===== src/rtl/vac_pkg.sv =====
`default_nettype none

package vac_pkg;

    // request kinds
    localparam logic [1:0] KIND_PLAY   = 2'd0;
    localparam logic [1:0] KIND_STOP   = 2'd1;
    localparam logic [1:0] KIND_QUERY  = 2'd2;
    localparam logic [1:0] KIND_FINISH = 2'd3;

    // voice list operations
    localparam logic [1:0] LOP_NONE   = 2'd0;
    localparam logic [1:0] LOP_ROT    = 2'd1;
    localparam logic [1:0] LOP_DROP   = 2'd2;
    localparam logic [1:0] LOP_APPEND = 2'd3;

    localparam logic [4:0] LIMIT_RESET = 5'd16;

    typedef struct packed {
        logic [1:0] op;
        logic       clr_play;
    } t_list_ctl;

    typedef struct packed {
        logic set_en;
        logic start;
        logic step;
        logic take;
    } t_map_ctl;

endpackage

`default_nettype wire


===== src/rtl/vac_list.sv =====
`default_nettype none

module vac_list #(
    parameter int POOL_DEPTH = 16,
    parameter int ID_BITS = 32,
    localparam int SW = (POOL_DEPTH > 1) ? $clog2(POOL_DEPTH) : 1,
    localparam int CW = $clog2(POOL_DEPTH + 1)
) (
    input  wire logic                i_clk,
    input  wire logic                i_rst_n,
    input  wire vac_pkg::t_list_ctl  i_ctl,
    input  wire logic [SW-1:0]       i_app_slot,
    input  wire logic [ID_BITS-1:0]  i_app_id,
    output logic [SW-1:0]            o_head_slot,
    output logic [ID_BITS-1:0]       o_head_id,
    output logic                     o_head_play,
    output logic [CW-1:0]            o_cnt
);
    import vac_pkg::*;

    logic [SW-1:0]      r_slot [POOL_DEPTH];
    logic [ID_BITS-1:0] r_id   [POOL_DEPTH];
    logic               r_play [POOL_DEPTH];
    logic [CW-1:0]      r_cnt;
    logic [CW-1:0]      cnt_m1;

    assign cnt_m1 = r_cnt - 1'b1;

    // position 0 is the oldest entry; rotation sends the head to the back of the live region
    always_ff @(posedge i_clk) begin
        if (!i_rst_n) begin
            r_cnt <= '0;
            for (int k = 0; k < POOL_DEPTH; k++) begin
                r_play[k] <= 1'b0;
            end
        end else begin
            unique case (i_ctl.op)
                LOP_ROT: begin
                    for (int k = 0; k < POOL_DEPTH; k++) begin
                        if (CW'(k) == cnt_m1) begin
                            r_play[k] <= r_play[0] & ~i_ctl.clr_play;
                        end else if (CW'(k) < cnt_m1) begin
                            r_play[k] <= r_play[(k + 1 < POOL_DEPTH) ? k + 1 : k];
                        end
                    end
                end
                LOP_DROP: begin
                    for (int k = 0; k < POOL_DEPTH - 1; k++) begin
                        r_play[k] <= r_play[k + 1];
                    end
                    r_cnt <= cnt_m1;
                end
                LOP_APPEND: begin
                    for (int k = 0; k < POOL_DEPTH; k++) begin
                        if (CW'(k) == r_cnt) begin
                            r_play[k] <= 1'b1;
                        end
                    end
                    r_cnt <= r_cnt + 1'b1;
                end
                default: begin
                end
            endcase
        end
    end

    always_ff @(posedge i_clk) begin
        unique case (i_ctl.op)
            LOP_ROT: begin
                for (int k = 0; k < POOL_DEPTH; k++) begin
                    if (CW'(k) == cnt_m1) begin
                        r_slot[k] <= r_slot[0];
                        r_id[k]   <= r_id[0];
                    end else if (CW'(k) < cnt_m1) begin
                        r_slot[k] <= r_slot[(k + 1 < POOL_DEPTH) ? k + 1 : k];
                        r_id[k]   <= r_id[(k + 1 < POOL_DEPTH) ? k + 1 : k];
                    end
                end
            end
            LOP_DROP: begin
                for (int k = 0; k < POOL_DEPTH - 1; k++) begin
                    r_slot[k] <= r_slot[k + 1];
                    r_id[k]   <= r_id[k + 1];
                end
            end
            LOP_APPEND: begin
                for (int k = 0; k < POOL_DEPTH; k++) begin
                    if (CW'(k) == r_cnt) begin
                        r_slot[k] <= i_app_slot;
                        r_id[k]   <= i_app_id;
                    end
                end
            end
            default: begin
            end
        endcase
    end

    assign o_head_slot = r_slot[0];
    assign o_head_id   = r_id[0];
    assign o_head_play = r_play[0];
    assign o_cnt       = r_cnt;

endmodule

`default_nettype wire


===== src/rtl/vac_free_map.sv =====
`default_nettype none

module vac_free_map #(
    parameter int POOL_DEPTH = 16,
    localparam int SW = (POOL_DEPTH > 1) ? $clog2(POOL_DEPTH) : 1
) (
    input  wire logic               i_clk,
    input  wire logic               i_rst_n,
    input  wire vac_pkg::t_map_ctl  i_ctl,
    input  wire logic [SW-1:0]      i_set_slot,
    output logic [POOL_DEPTH-1:0]   o_free_map,
    output logic                    o_hit,
    output logic [SW-1:0]           o_idx
);
    import vac_pkg::*;

    logic [POOL_DEPTH-1:0] r_map;
    logic [POOL_DEPTH-1:0] r_scan;
    logic [SW-1:0]         r_idx;

    always_ff @(posedge i_clk) begin
        if (!i_rst_n) begin
            r_map <= '1;
        end else begin
            if (i_ctl.set_en) begin
                r_map[i_set_slot] <= 1'b1;
            end
            if (i_ctl.take) begin
                r_map[r_idx] <= 1'b0;
            end
        end
    end

    // lowest free slot found one bit a cycle, while step is high, from a shifted copy
    always_ff @(posedge i_clk) begin
        if (i_ctl.start) begin
            r_scan <= r_map;
            r_idx  <= '0;
        end else if (i_ctl.step) begin
            r_scan <= r_scan >> 1;
            r_idx  <= r_idx + 1'b1;
        end
    end

    assign o_free_map = r_map;
    assign o_hit      = r_scan[0];
    assign o_idx      = r_idx;

endmodule

`default_nettype wire


===== src/rtl/voice_allocator_with_stealing_core.sv =====
`default_nettype none

// steps: trim the list to the limit (d entries dropped), visit each of the n live entries,
//   then finish; a play that reuses or steals a voice appends first, and a play that takes a
//   fresh slot scans the free map before it appends; one comparator visits one list entry per cycle
// one item at a time: a new item is taken only when the block is idle again
// a finished result waits in the output register while the next item is taken
// reset: synchronous active low; clears the list and id counter, frees every slot, limit 16
module voice_allocator_with_stealing_core #(
    parameter int POOL_DEPTH = 16,
    parameter int ID_BITS = 32
) (
    input  wire logic               i_clk,
    input  wire logic               i_rst_n,
    input  wire logic               i_in_valid,
    output logic                    o_in_stall,
    input  wire logic [1:0]         i_kind,
    input  wire logic [31:0]        i_target_id,
    input  wire logic [3:0]         i_finished_slot,
    input  wire logic [15:0]        i_clip_handle,
    input  wire logic [15:0]        i_gain_in,
    input  wire logic signed [15:0] i_pos_x_in,
    input  wire logic signed [15:0] i_pos_y_in,
    input  wire logic signed [15:0] i_pos_z_in,
    output logic                    o_out_valid,
    input  wire logic               i_out_stall,
    output logic [31:0]             o_result_id,
    output logic [3:0]              o_voice_slot,
    output logic                    o_start_voice,
    output logic                    o_stop_voice,
    output logic                    o_id_found,
    output logic                    o_is_playing_out,
    output logic [15:0]             o_clip_out,
    output logic [15:0]             o_gain_out,
    output logic signed [15:0]      o_pos_x_out,
    output logic signed [15:0]      o_pos_y_out,
    output logic signed [15:0]      o_pos_z_out,
    input  wire logic               i_cfg_valid,
    output logic                    o_cfg_ready,
    input  wire logic [4:0]         i_cfg_voice_limit
);
    import vac_pkg::*;

    localparam int SW   = (POOL_DEPTH > 1) ? $clog2(POOL_DEPTH) : 1;
    localparam int CW   = $clog2(POOL_DEPTH + 1);
    localparam int IXW  = (ID_BITS > 32) ? ID_BITS : 32;
    localparam int CMPW = (SW > 4) ? SW : 4;

    localparam logic [2:0] S_IDLE   = 3'd0;
    localparam logic [2:0] S_TRIM   = 3'd1;
    localparam logic [2:0] S_SCAN   = 3'd2;
    localparam logic [2:0] S_POST   = 3'd3;
    localparam logic [2:0] S_FREE   = 3'd4;
    localparam logic [2:0] S_APPEND = 3'd5;
    localparam logic [2:0] S_DONE   = 3'd6;

    logic [2:0]         r_state, n_state;
    logic [4:0]         r_limit;
    logic [ID_BITS-1:0] r_last, n_last;
    logic               r_pend, n_pend;
    logic [CW-1:0]      r_left, n_left;
    logic               r_found, n_found;
    logic [SW-1:0]      r_sel_slot, n_sel_slot;
    logic               r_sel_play, n_sel_play;

    logic [1:0]         r_kind;
    logic [31:0]        r_target;
    logic [3:0]         r_fin;
    logic [15:0]        r_clip, r_gain;
    logic signed [15:0] r_px, r_py, r_pz;

    logic               r_out_valid;
    logic [31:0]        r_o_id;
    logic [3:0]         r_o_slot;
    logic               r_o_start, r_o_stop, r_o_found, r_o_play;
    logic [15:0]        r_o_clip, r_o_gain;
    logic signed [15:0] r_o_px, r_o_py, r_o_pz;

    t_list_ctl             list_ctl;
    t_map_ctl              map_ctl;
    logic [SW-1:0]         head_slot;
    logic [ID_BITS-1:0]    head_id;
    logic                  head_play;
    logic [CW-1:0]         list_cnt;
    logic [POOL_DEPTH-1:0] free_map;
    logic                  map_hit;
    logic [SW-1:0]         map_idx;

    logic [CW-1:0]  lim;
    logic           hit, match;
    logic           in_acc, cfg_acc, out_load;
    logic [IXW-1:0] last_ext;
    logic [CMPW-1:0] sel_ext;

    vac_list #(
        .POOL_DEPTH (POOL_DEPTH),
        .ID_BITS    (ID_BITS)
    ) u_list (
        .i_clk       (i_clk),
        .i_rst_n     (i_rst_n),
        .i_ctl       (list_ctl),
        .i_app_slot  (r_sel_slot),
        .i_app_id    (r_last),
        .o_head_slot (head_slot),
        .o_head_id   (head_id),
        .o_head_play (head_play),
        .o_cnt       (list_cnt)
    );

    vac_free_map #(
        .POOL_DEPTH (POOL_DEPTH)
    ) u_map (
        .i_clk      (i_clk),
        .i_rst_n    (i_rst_n),
        .i_ctl      (map_ctl),
        .i_set_slot (head_slot),
        .o_free_map (free_map),
        .o_hit      (map_hit),
        .o_idx      (map_idx)
    );

    assign o_cfg_ready = (r_state == S_IDLE);
    assign o_in_stall  = (r_state != S_IDLE) || i_cfg_valid;
    assign cfg_acc     = i_cfg_valid && o_cfg_ready;
    assign in_acc      = i_in_valid && !o_in_stall;
    assign out_load    = (r_state == S_DONE) && (!r_out_valid || !i_out_stall);

    // limit zero acts as one, above the pool as the pool
    always_comb begin
        if (r_limit == '0) begin
            lim = CW'(1);
        end else if (int'(r_limit) > POOL_DEPTH) begin
            lim = CW'(POOL_DEPTH);
        end else begin
            lim = CW'(r_limit);
        end
    end

    // the shared compare unit, always looking at the head of the list
    always_comb begin
        unique case (r_kind)
            KIND_PLAY:               hit = !head_play;
            KIND_STOP, KIND_QUERY:   hit = (r_target != '0) &&
                                           (IXW'(head_id) == IXW'(r_target));
            KIND_FINISH:             hit = (CMPW'(head_slot) == CMPW'(r_fin));
            default:                 hit = 1'b0;
        endcase
        match = !r_found && hit;
    end

    always_comb begin
        n_last = r_last + 1'b1;
        if (n_last == '0) begin
            n_last = ID_BITS'(1);
        end
    end

    always_comb begin
        n_state    = r_state;
        n_pend     = r_pend;
        n_left     = r_left;
        n_found    = r_found;
        n_sel_slot = r_sel_slot;
        n_sel_play = r_sel_play;
        list_ctl   = '{op: LOP_NONE, clr_play: 1'b0};
        map_ctl    = '0;
        unique case (r_state)
            S_IDLE: begin
                if (cfg_acc) begin
                    n_state = S_TRIM;
                    n_pend  = 1'b0;
                end else if (in_acc) begin
                    n_state = S_TRIM;
                    n_pend  = 1'b1;
                end
            end
            S_TRIM: begin
                if (list_cnt > lim) begin
                    list_ctl.op    = LOP_DROP;
                    map_ctl.set_en = 1'b1;
                end else if (r_pend) begin
                    n_left  = list_cnt;
                    n_found = 1'b0;
                    n_state = S_SCAN;
                end else begin
                    n_state = S_IDLE;
                end
            end
            S_SCAN: begin
                if (r_left == '0) begin
                    n_state = S_POST;
                end else begin
                    n_left = r_left - 1'b1;
                    if (match && r_kind == KIND_PLAY) begin
                        list_ctl.op = LOP_DROP;
                    end else begin
                        list_ctl.op       = LOP_ROT;
                        list_ctl.clr_play = match &&
                                            (r_kind == KIND_STOP || r_kind == KIND_FINISH);
                    end
                    if (match) begin
                        n_found    = 1'b1;
                        n_sel_slot = head_slot;
                        n_sel_play = head_play;
                    end
                end
            end
            S_POST: begin
                if (r_kind != KIND_PLAY) begin
                    n_state = S_DONE;
                end else if (r_found) begin
                    n_state = S_APPEND;
                end else if (list_cnt >= lim && list_cnt != '0) begin
                    // steal the oldest voice
                    list_ctl.op = LOP_DROP;
                    n_sel_slot  = head_slot;
                    n_state     = S_APPEND;
                end else begin
                    map_ctl.start = 1'b1;
                    n_state       = S_FREE;
                end
            end
            S_FREE: begin
                if (map_hit) begin
                    map_ctl.take = 1'b1;
                    n_sel_slot   = map_idx;
                    n_state      = S_APPEND;
                end else begin
                    map_ctl.step = 1'b1;
                end
            end
            S_APPEND: begin
                list_ctl.op = LOP_APPEND;
                n_state     = S_DONE;
            end
            S_DONE: begin
                if (out_load) begin
                    n_state = S_IDLE;
                end
            end
            default: begin
                n_state = S_IDLE;
            end
        endcase
    end

    always_ff @(posedge i_clk) begin
        if (!i_rst_n) begin
            r_state     <= S_IDLE;
            r_limit     <= LIMIT_RESET;
            r_last      <= '0;
            r_pend      <= 1'b0;
            r_left      <= '0;
            r_found     <= 1'b0;
            r_out_valid <= 1'b0;
        end else begin
            r_state <= n_state;
            r_pend  <= n_pend;
            r_left  <= n_left;
            r_found <= n_found;
            if (cfg_acc) begin
                r_limit <= i_cfg_voice_limit;
            end
            if (in_acc && i_kind == KIND_PLAY) begin
                r_last <= n_last;
            end
            if (out_load) begin
                r_out_valid <= 1'b1;
            end else if (!i_out_stall) begin
                r_out_valid <= 1'b0;
            end
        end
    end

    always_ff @(posedge i_clk) begin
        r_sel_slot <= n_sel_slot;
        r_sel_play <= n_sel_play;
        if (in_acc) begin
            r_kind   <= i_kind;
            r_target <= i_target_id;
            r_fin    <= i_finished_slot;
            r_clip   <= i_clip_handle;
            r_gain   <= i_gain_in;
            r_px     <= i_pos_x_in;
            r_py     <= i_pos_y_in;
            r_pz     <= i_pos_z_in;
        end
    end

    assign last_ext = IXW'(r_last);
    assign sel_ext  = CMPW'(r_sel_slot);

    always_ff @(posedge i_clk) begin
        if (out_load) begin
            r_o_id    <= (r_kind == KIND_PLAY) ? last_ext[31:0] : '0;
            r_o_slot  <= ((r_kind == KIND_PLAY) || (r_kind == KIND_STOP && r_found)) ?
                         sel_ext[3:0] : '0;
            r_o_start <= (r_kind == KIND_PLAY);
            r_o_stop  <= (r_kind == KIND_STOP) && r_found;
            r_o_found <= (r_kind == KIND_STOP || r_kind == KIND_QUERY) && r_found;
            r_o_play  <= (r_kind == KIND_QUERY) && r_found && r_sel_play;
            r_o_clip  <= (r_kind == KIND_PLAY) ? r_clip : '0;
            r_o_gain  <= (r_kind == KIND_PLAY) ? r_gain : '0;
            r_o_px    <= (r_kind == KIND_PLAY) ? r_px : '0;
            r_o_py    <= (r_kind == KIND_PLAY) ? r_py : '0;
            r_o_pz    <= (r_kind == KIND_PLAY) ? r_pz : '0;
        end
    end

    assign o_out_valid      = r_out_valid;
    assign o_result_id      = r_o_id;
    assign o_voice_slot     = r_o_slot;
    assign o_start_voice    = r_o_start;
    assign o_stop_voice     = r_o_stop;
    assign o_id_found       = r_o_found;
    assign o_is_playing_out = r_o_play;
    assign o_clip_out       = r_o_clip;
    assign o_gain_out       = r_o_gain;
    assign o_pos_x_out      = r_o_px;
    assign o_pos_y_out      = r_o_py;
    assign o_pos_z_out      = r_o_pz;

    // between items the list never holds more than the limit allows
    a_cnt_within_limit: assert property (@(posedge i_clk) disable iff (!i_rst_n)
        (r_state == S_IDLE) |-> (list_cnt <= lim))
        else $error("voice list longer than the limit while idle");

    // every slot is either in the list or in the free map: free count plus list length is the pool depth
    a_slot_conservation: assert property (@(posedge i_clk) disable iff (!i_rst_n)
        (r_state == S_IDLE) |-> ($countones(free_map) + int'(list_cnt) == POOL_DEPTH))
        else $error("free map and voice list disagree on slot count");

    a_result_loaded: assert property (@(posedge i_clk) disable iff (!i_rst_n)
        out_load |=> (r_out_valid && r_state == S_IDLE))
        else $error("result beat not presented after completion");

endmodule

`default_nettype wire


===== config.mk =====
export PLATFORM = sky130hd
export DESIGN_NAME = voice_allocator_with_stealing_core
export DESIGN_NICKNAME = d
export VERILOG_FILES = /design/src/rtl/vac_pkg.sv /design/src/rtl/vac_list.sv /design/src/rtl/vac_free_map.sv /design/src/rtl/voice_allocator_with_stealing_core.sv
export SDC_FILE = /design/constraint.sdc
export NUM_CORES = 2
export LEC_CHECK = 0
export BUFFER_PORTS_ARGS = -buffer_cell sky130_fd_sc_hd__buf_2
export CAP_MARGIN = 0
export CORE_MARGIN = 2
export CORE_UTILIZATION = 38
export DETAILED_ROUTE_END_ITERATION = 10
export PLACE_DENSITY = 0.62
export SYNTH_ARGS = -nofsm -noshare
export SYNTH_HDL_FRONTEND = slang
export SYNTH_SLANG_ARGS = --single-unit

===== constraint.sdc =====
create_clock -name i_clk -period 22.2 [get_ports i_clk]
set_clock_uncertainty 0.05 [all_clocks]
set_input_delay 0 -clock i_clk [delete_from_list [all_inputs] [get_ports i_clk]]
set_output_delay 0 -clock i_clk [all_outputs]
set_load 0.1 [all_outputs]

Word-level counts from Yosys, hierarchy flattened
Memory sizes are Yosys's and may differ from the RTL's.
Index checks and enable logic that the tools add are counted.

storage, ports and cells
  register bits after elaboration = 332
  memory bits (writable) = 592
  bits of input ports = 128
  output and inout bits = 123
  logic and storage cells = 812
  memories = 3

memories
  memory         words  bits a word  rd ports  clocked after Yosys merged registers in  wr ports  line            source
  u_list.r_id    16     32           16        0                                        16        vac_list.sv:22  logic [ID_BITS-1:0] r_id [POOL_DEPTH];
  u_list.r_slot  16     4            16        0                                        16        vac_list.sv:21  logic [SW-1:0] r_slot [POOL_DEPTH];
  u_list.r_play  16     1            16        0                                        16        vac_list.sv:23  logic r_play [POOL_DEPTH];

operators by class
  add/sub/neg operators = 5
  $lt $le $gt $ge = 23
  eq/ne operators = 56
  muxes and demuxes = 481
  bitwise logic cells = 163
  reduce and logical (&&, ||, !) cells = 49

operators by type and width
  kind                                                                         count
  32-bit 2-to-1 mux                                                            48
  1-bit 2-to-1 mux                                                             345
  4-bit 2-to-1 mux                                                             53
  1-bit bitwise OR                                                             157
  4-bit by 5-bit == test with 1-bit output, first input constant               16
  16-bit 2-to-1 mux                                                            5
  3-bit by 5-bit == test with 1-bit output, first input constant               8
  4-bit by 5-bit less-than comparator with 1-bit output, first input constant  8
  32-bit by 1-bit adder with 32-bit output, second input constant              1
  32-bit == test                                                               1
  32-bit logical NOT                                                           1
  32-bit nonzero test                                                          1
  3-bit 2-to-1 mux                                                             9
  5-bit 2-to-1 mux                                                             5
  3-bit case mux with 7 select lines                                           1
  2-bit by 5-bit == test with 1-bit output, first input constant               4
  5-bit logical NOT                                                            4
  3-bit by 5-bit less-than comparator with 1-bit output, first input constant  4
  5-bit case mux with 2 select lines                                           2
  2-bit inequality test, second input constant                                 9
  16-bit AND                                                                   1
  16-bit NOT                                                                   1
  16-bit bitwise OR                                                            1
  1-bit logical AND                                                            15
  other kinds (40)                                                             77

Logic depth before layout (Yosys ltp)
  word-level depth = 17
  depth in mapped cells = 15
  depth with buffers taken out = 11

By module
Synthesis repeated with hierarchy kept, for this count alone.

unflattened totals
  cells, all modules = 3400
  area, all modules = 42694.7 um^2

modules (own cells, without submodules)
  module                              times used  cells each  area each (um^2)  sequential area each (um^2)
  vac_list                            1           2402        29195.5           17827.1
  voice_allocator_with_stealing_core  1           864         11937.7           8257.9
  vac_free_map                        1           134         1561.5            880.8

Least setup slack after synthesis
Ideal clock, no wire load.

  path type = register to register
  from = register r_state[2]
  to = register r_clip[0], enable pin
  library setup time = 0.597 ns
  data arrival time = 6.668 ns
  required time = 21.553 ns
  slack = 14.884 ns
  stages on the path, launching flop included = 6
  path buffers = 2
  period minus slack after synthesis = 7.316 ns
  cell sequence = dfxtp_1 -> buf_2 -> buf_2 -> nor4_1 -> inv_1 -> nor2_1

on the way
  cells in the longest elaborated chain, start to end = 4

ends and longest elaborated chain
  what                    line                                       source
  start, declared         voice_allocator_with_stealing_core.sv:57   logic [2:0] r_state, n_state;
  start signal, assigned  voice_allocator_with_stealing_core.sv:257  r_state <= n_state;
  3-bit nonzero test      voice_allocator_with_stealing_core.sv:123  assign o_in_stall = (r_state != S_IDLE) || i_cfg_valid;
  1-bit logical OR        voice_allocator_with_stealing_core.sv:123
  via o_in_stall          voice_allocator_with_stealing_core.sv:16   output logic o_in_stall,
  1-bit logical NOT       voice_allocator_with_stealing_core.sv:125  assign in_acc = i_in_valid && !o_in_stall;
  1-bit logical AND       voice_allocator_with_stealing_core.sv:125
  via in_acc              voice_allocator_with_stealing_core.sv:91   logic in_acc, cfg_acc, out_load;
  end signal, assigned    voice_allocator_with_stealing_core.sv:282  r_clip <= i_clip_handle;
  end, declared           voice_allocator_with_stealing_core.sv:69   logic [15:0] r_clip, r_gain;

The timed path passes the listed nets, and every way through them passes these cells.
A chain may end at the register's enable or synchronous reset.

==> impl_metrics.json <==
{
  "viasPerCell": 5.780,
  "cts_sinks": 924,
  "worst_pin_slew_ns": 1.252,
  "ys_types": 81,
  "numPortBuffers": 250,
  "grt_pass1_wl_um": 202800,
  "layout-drive-gt1-share_pct": 15.22,
  "netlist_area_um2": 43060,
  "clk_pin_slew_worst_paths_ns": 0.06,
  "numCtsBuffers": 102,
  "fmax_mhz": 198.1,
  "p_leak_uw": 0.01825,
  "finalHoldViolations": 0,
  "dr.pass1.iters": 6,
  "cpMaxStageDelayCell": "inv_2",
  "rows": 123,
  "cap_viol_max_count": 0,
  "slew_viol_final": 0,
  "ios": 251,
  "ys.flop_type": "edfxtp_1",
  "cts_tree": "built",
  "final_util_pct": 45.50,
  "setup_viol_count_final": 0,
  "grt_use_total_pct": 22.87,
  "ir_worst_vdd_uv": 57.03,
  "synth-seq-area-share_pct": 62.63,
  "worstPathMaxFanout": 106,
  "drt-total-wl_um": 135800,
  "synth_seq_cells": 924,
  "core-area_um2": 112500,
  "finalNetCount": 4203,
  "die_width_um": 340.6,
  "overflow": 0,
  "critical_path_class": "register to register",
  "synth_edf_count": 846,
  "num_vias": 32600,
  "final_antenna_net_count": 0,
  "place.gp.congestion": 0.9267,
  "cts_root_buf": "clkbuf_16",
  "yosysWarnings": 0,
  "period_share_pct": 22.73,
  "place_hpwl_um": 78170,
  "crit_top_cell": "and3_1",
  "yosysTopAreaCell": "edfxtp_1",
  "setup_tns_ns": 0,
  "cp_data_arrival_time_ns": 5.31,
  "syn_inst": 3750,
  "post-cts-setup-buffers": 0,
  "critPathCaptureType": "register",
  "worstHoldPathType": "input pin to register",
  "synth_nets": 3900,
  "power_density_nw_per_um2": 85.78,
  "wire_per_inst_um": 24.07,
  "slew_headroom_pct": 16.21,
  "cp.required_ns": 22.46,
  "clk_latency_ns": 0.70,
  "grt_pass1_vias": 31680,
  "synth.top_cells.by_count": "edfxtp_1, nand2_1, nor2_1",
  "grt_start_max_net_pins": 107,
  "crit_chain": "inv_1 > ha_1 > and3_1 > a2111oi_4 > a211o_2 > nand2_8 > and3_1 > inv_2",
  "syn_avg_cell_area_um2": 11.48,
  "die-area_um2": 116000,
  "clk_path_buf_depth": 3,
  "slowest_delay_ns": 0.76,
  "async_flop_share_pct": 0,
  "post-route-min-period_ns": 5.047,
  "drt_iter0_drc": 3533,
  "ff2ff_path_depth": 8,
  "drc": 0,
  "start_util_pct": 38.27,
  "yosysMostFrequentCell": "edfxtp_1",
  "synth.area.top_cells": "edfxtp_1, nand2_1, dfxtp_1",
  "fill_cells": 10060,
  "h-tree-depth": 3,
  "die_y_um": 340.6,
  "outcome": "finished, final reports clean",
  "rsz0062_at_grt": "no",
  "antenna_found_initial": 3,
  "yosysTopAreaCellShare_pct": 59.00,
  "worstHoldPathCells": 2,
  "worst_setup_path_start_kind": "register",
  "area_delta_synth_final_pct": 18.90
}
metal layers:
| layer | track usage [%] | part of all wire, % | vias to the layer above |
|---|---|---|---|
| li1 | - | - | 14470 |
| met1 | 29.96 | 41 | 16350 |
| met2 | 37.45 | 47 | 1515 |
| met3 | 4.752 | 8.5 | 266 |
| met4 | 8.388 | 3.6 | 0 |
| met5 | 0 | 0 | - |
layout by cell type (no fill, tap or decap), types with 15 or more instances in the layout:
| master | netlist | layout |
|---|---|---|
| a221o_1 | 74 | 74 |
| ha_1 | 22 | 21 |
| a22oi_1 | 181 | 180 |
| clkbuf_16 | 0 | 104 |
| and2_1 | 146 | 144 |
| xnor2_1 | 31 | 31 |
| clkbuf_1 | 265 | 29 |
| nand3_1 | 36 | 34 |
| nor4_1 | 33 | 32 |
| nor2_1 | 275 | 272 |
| edfxtp_1 | 846 | 846 |
| nor2b_1 | 91 | 91 |
| clkinv_2 | 0 | 15 |
| o21a_1 | 33 | 33 |
| clkinv_1 | 0 | 17 |
| dlygate4sd3_1 | 0 | 248 |
| a31oi_1 | 48 | 48 |
| nand2_1 | 568 | 561 |
| o22ai_1 | 182 | 181 |
| xor2_1 | 52 | 52 |
| nand4_1 | 21 | 21 |
| inv_1 | 30 | 24 |
| buf_4 | 9 | 99 |
| dfxtp_1 | 78 | 78 |
| nor3_1 | 32 | 32 |
| o21ai_0 | 78 | 77 |
| mux2_2 | 51 | 51 |
| a2bb2oi_1 | 38 | 38 |
| buf_2 | 81 | 250 |
| and3_1 | 25 | 22 |
| a21oi_1 | 193 | 191 |
| o22a_1 | 32 | 32 |
sequential cells by signal (all words and copies together) (netlist names), 5 cells and up:
name and flops:
u_map.r_scan 16, r_left 5, o_pos_x_out 16, o_pos_y_out 16, u_list.r_id 512, o_clip_out 16
r_gain 16, r_clip 16, u_list.r_slot 64, r_px 16, u_map.o_free_map 16, u_list.o_cnt 5
u_list.r_play 16, r_limit 5, o_gain_out 16, o_result_id 32, o_pos_z_out 16, r_pz 16
r_py 16, r_target 32, last_ext 32
final cells by class:
cell class | count | area (um^2) | share of cell area (%)
diodes | 2 | 5.005 | 0.009777
well taps | 1500 | 1877 | 3.666
multi-input cells | 2398 | 14500 | 28.33
clock inverters | 43 | 361.6 | 0.7064
clock buffers | 146 | 2890 | 5.646
flip-flops and latches | 924 | 26970 | 52.68
repair buffers | 597 | 4477 | 8.745
inverters | 30 | 112.6 | 0.2200
power by group:
| group | total [uW] | internal, uW | switching, uW |
|---|---|---|---|
| sequential | 2110 | 2070 | 43.7 |
| clock | 1670 | 952 | 720 |
| combinational | 608 | 205 | 402 |
per-stage QoR:
step,area (um^2),power [uW],hold WS [ns],cells,worst slack (ns)
after global placement,45450,2689,0.1272,5201,17.21
after detailed placement,45450,2703,0.1281,5201,17.12
after floorplan,43060,2517,0.04887,3750,14.88
after CTS,51180,4392,0.001934,5637,17.11
final,51190,4391,0.02464,5640,17.15
after global routing,51190,4531,0.004393,5640,16.88
worst max-delay path, delay by kind of cell (launching register included):
family,cells,cell delay [ns]
adders and majority gates,1,0.37
DFF,1,0.67
buffers and inverters,2,1.06
and+or+nand+nor,3,1.16
AOI/OAI and AO/OA,2,1.27
logic make-up after synthesis:
family                   share of synthesized area [%]
AND/OR/NAND/NOR                                  13.72
AO/OA/AOI/OAI                                    15.45
flip-flops                                       62.63
buffers and inverters                            4.254
XOR/XNOR                                         1.688
multiplexers                                     1.613
adder cells (fa/ha/maj)                         0.6393
final timing paths:
path	startpoint	end	slack, ns
setup / recovery	u_list.o_cnt[0]$_SDFFE_PN0P_	u_list.r_id[3][50]$_DFFE_PP_	17.15
hold reg to reg	r_left[1]$_SDFFE_PN0P_	r_left[1]$_SDFFE_PN0P_	0.42
setup reg to reg	u_list.o_cnt[0]$_SDFFE_PN0P_	u_list.r_id[3][50]$_DFFE_PP_	17.15
hold / removal	i_target_id[26]	r_target[26]$_DFFE_PP_	0.02
timing repair:
action                    4_1_cts  5_1_grt
hold endpoints to repair      207        1
hold buffers                  247        1
resized for setup               0        0
No activity file was read; power rests on OpenSTA's default activity.
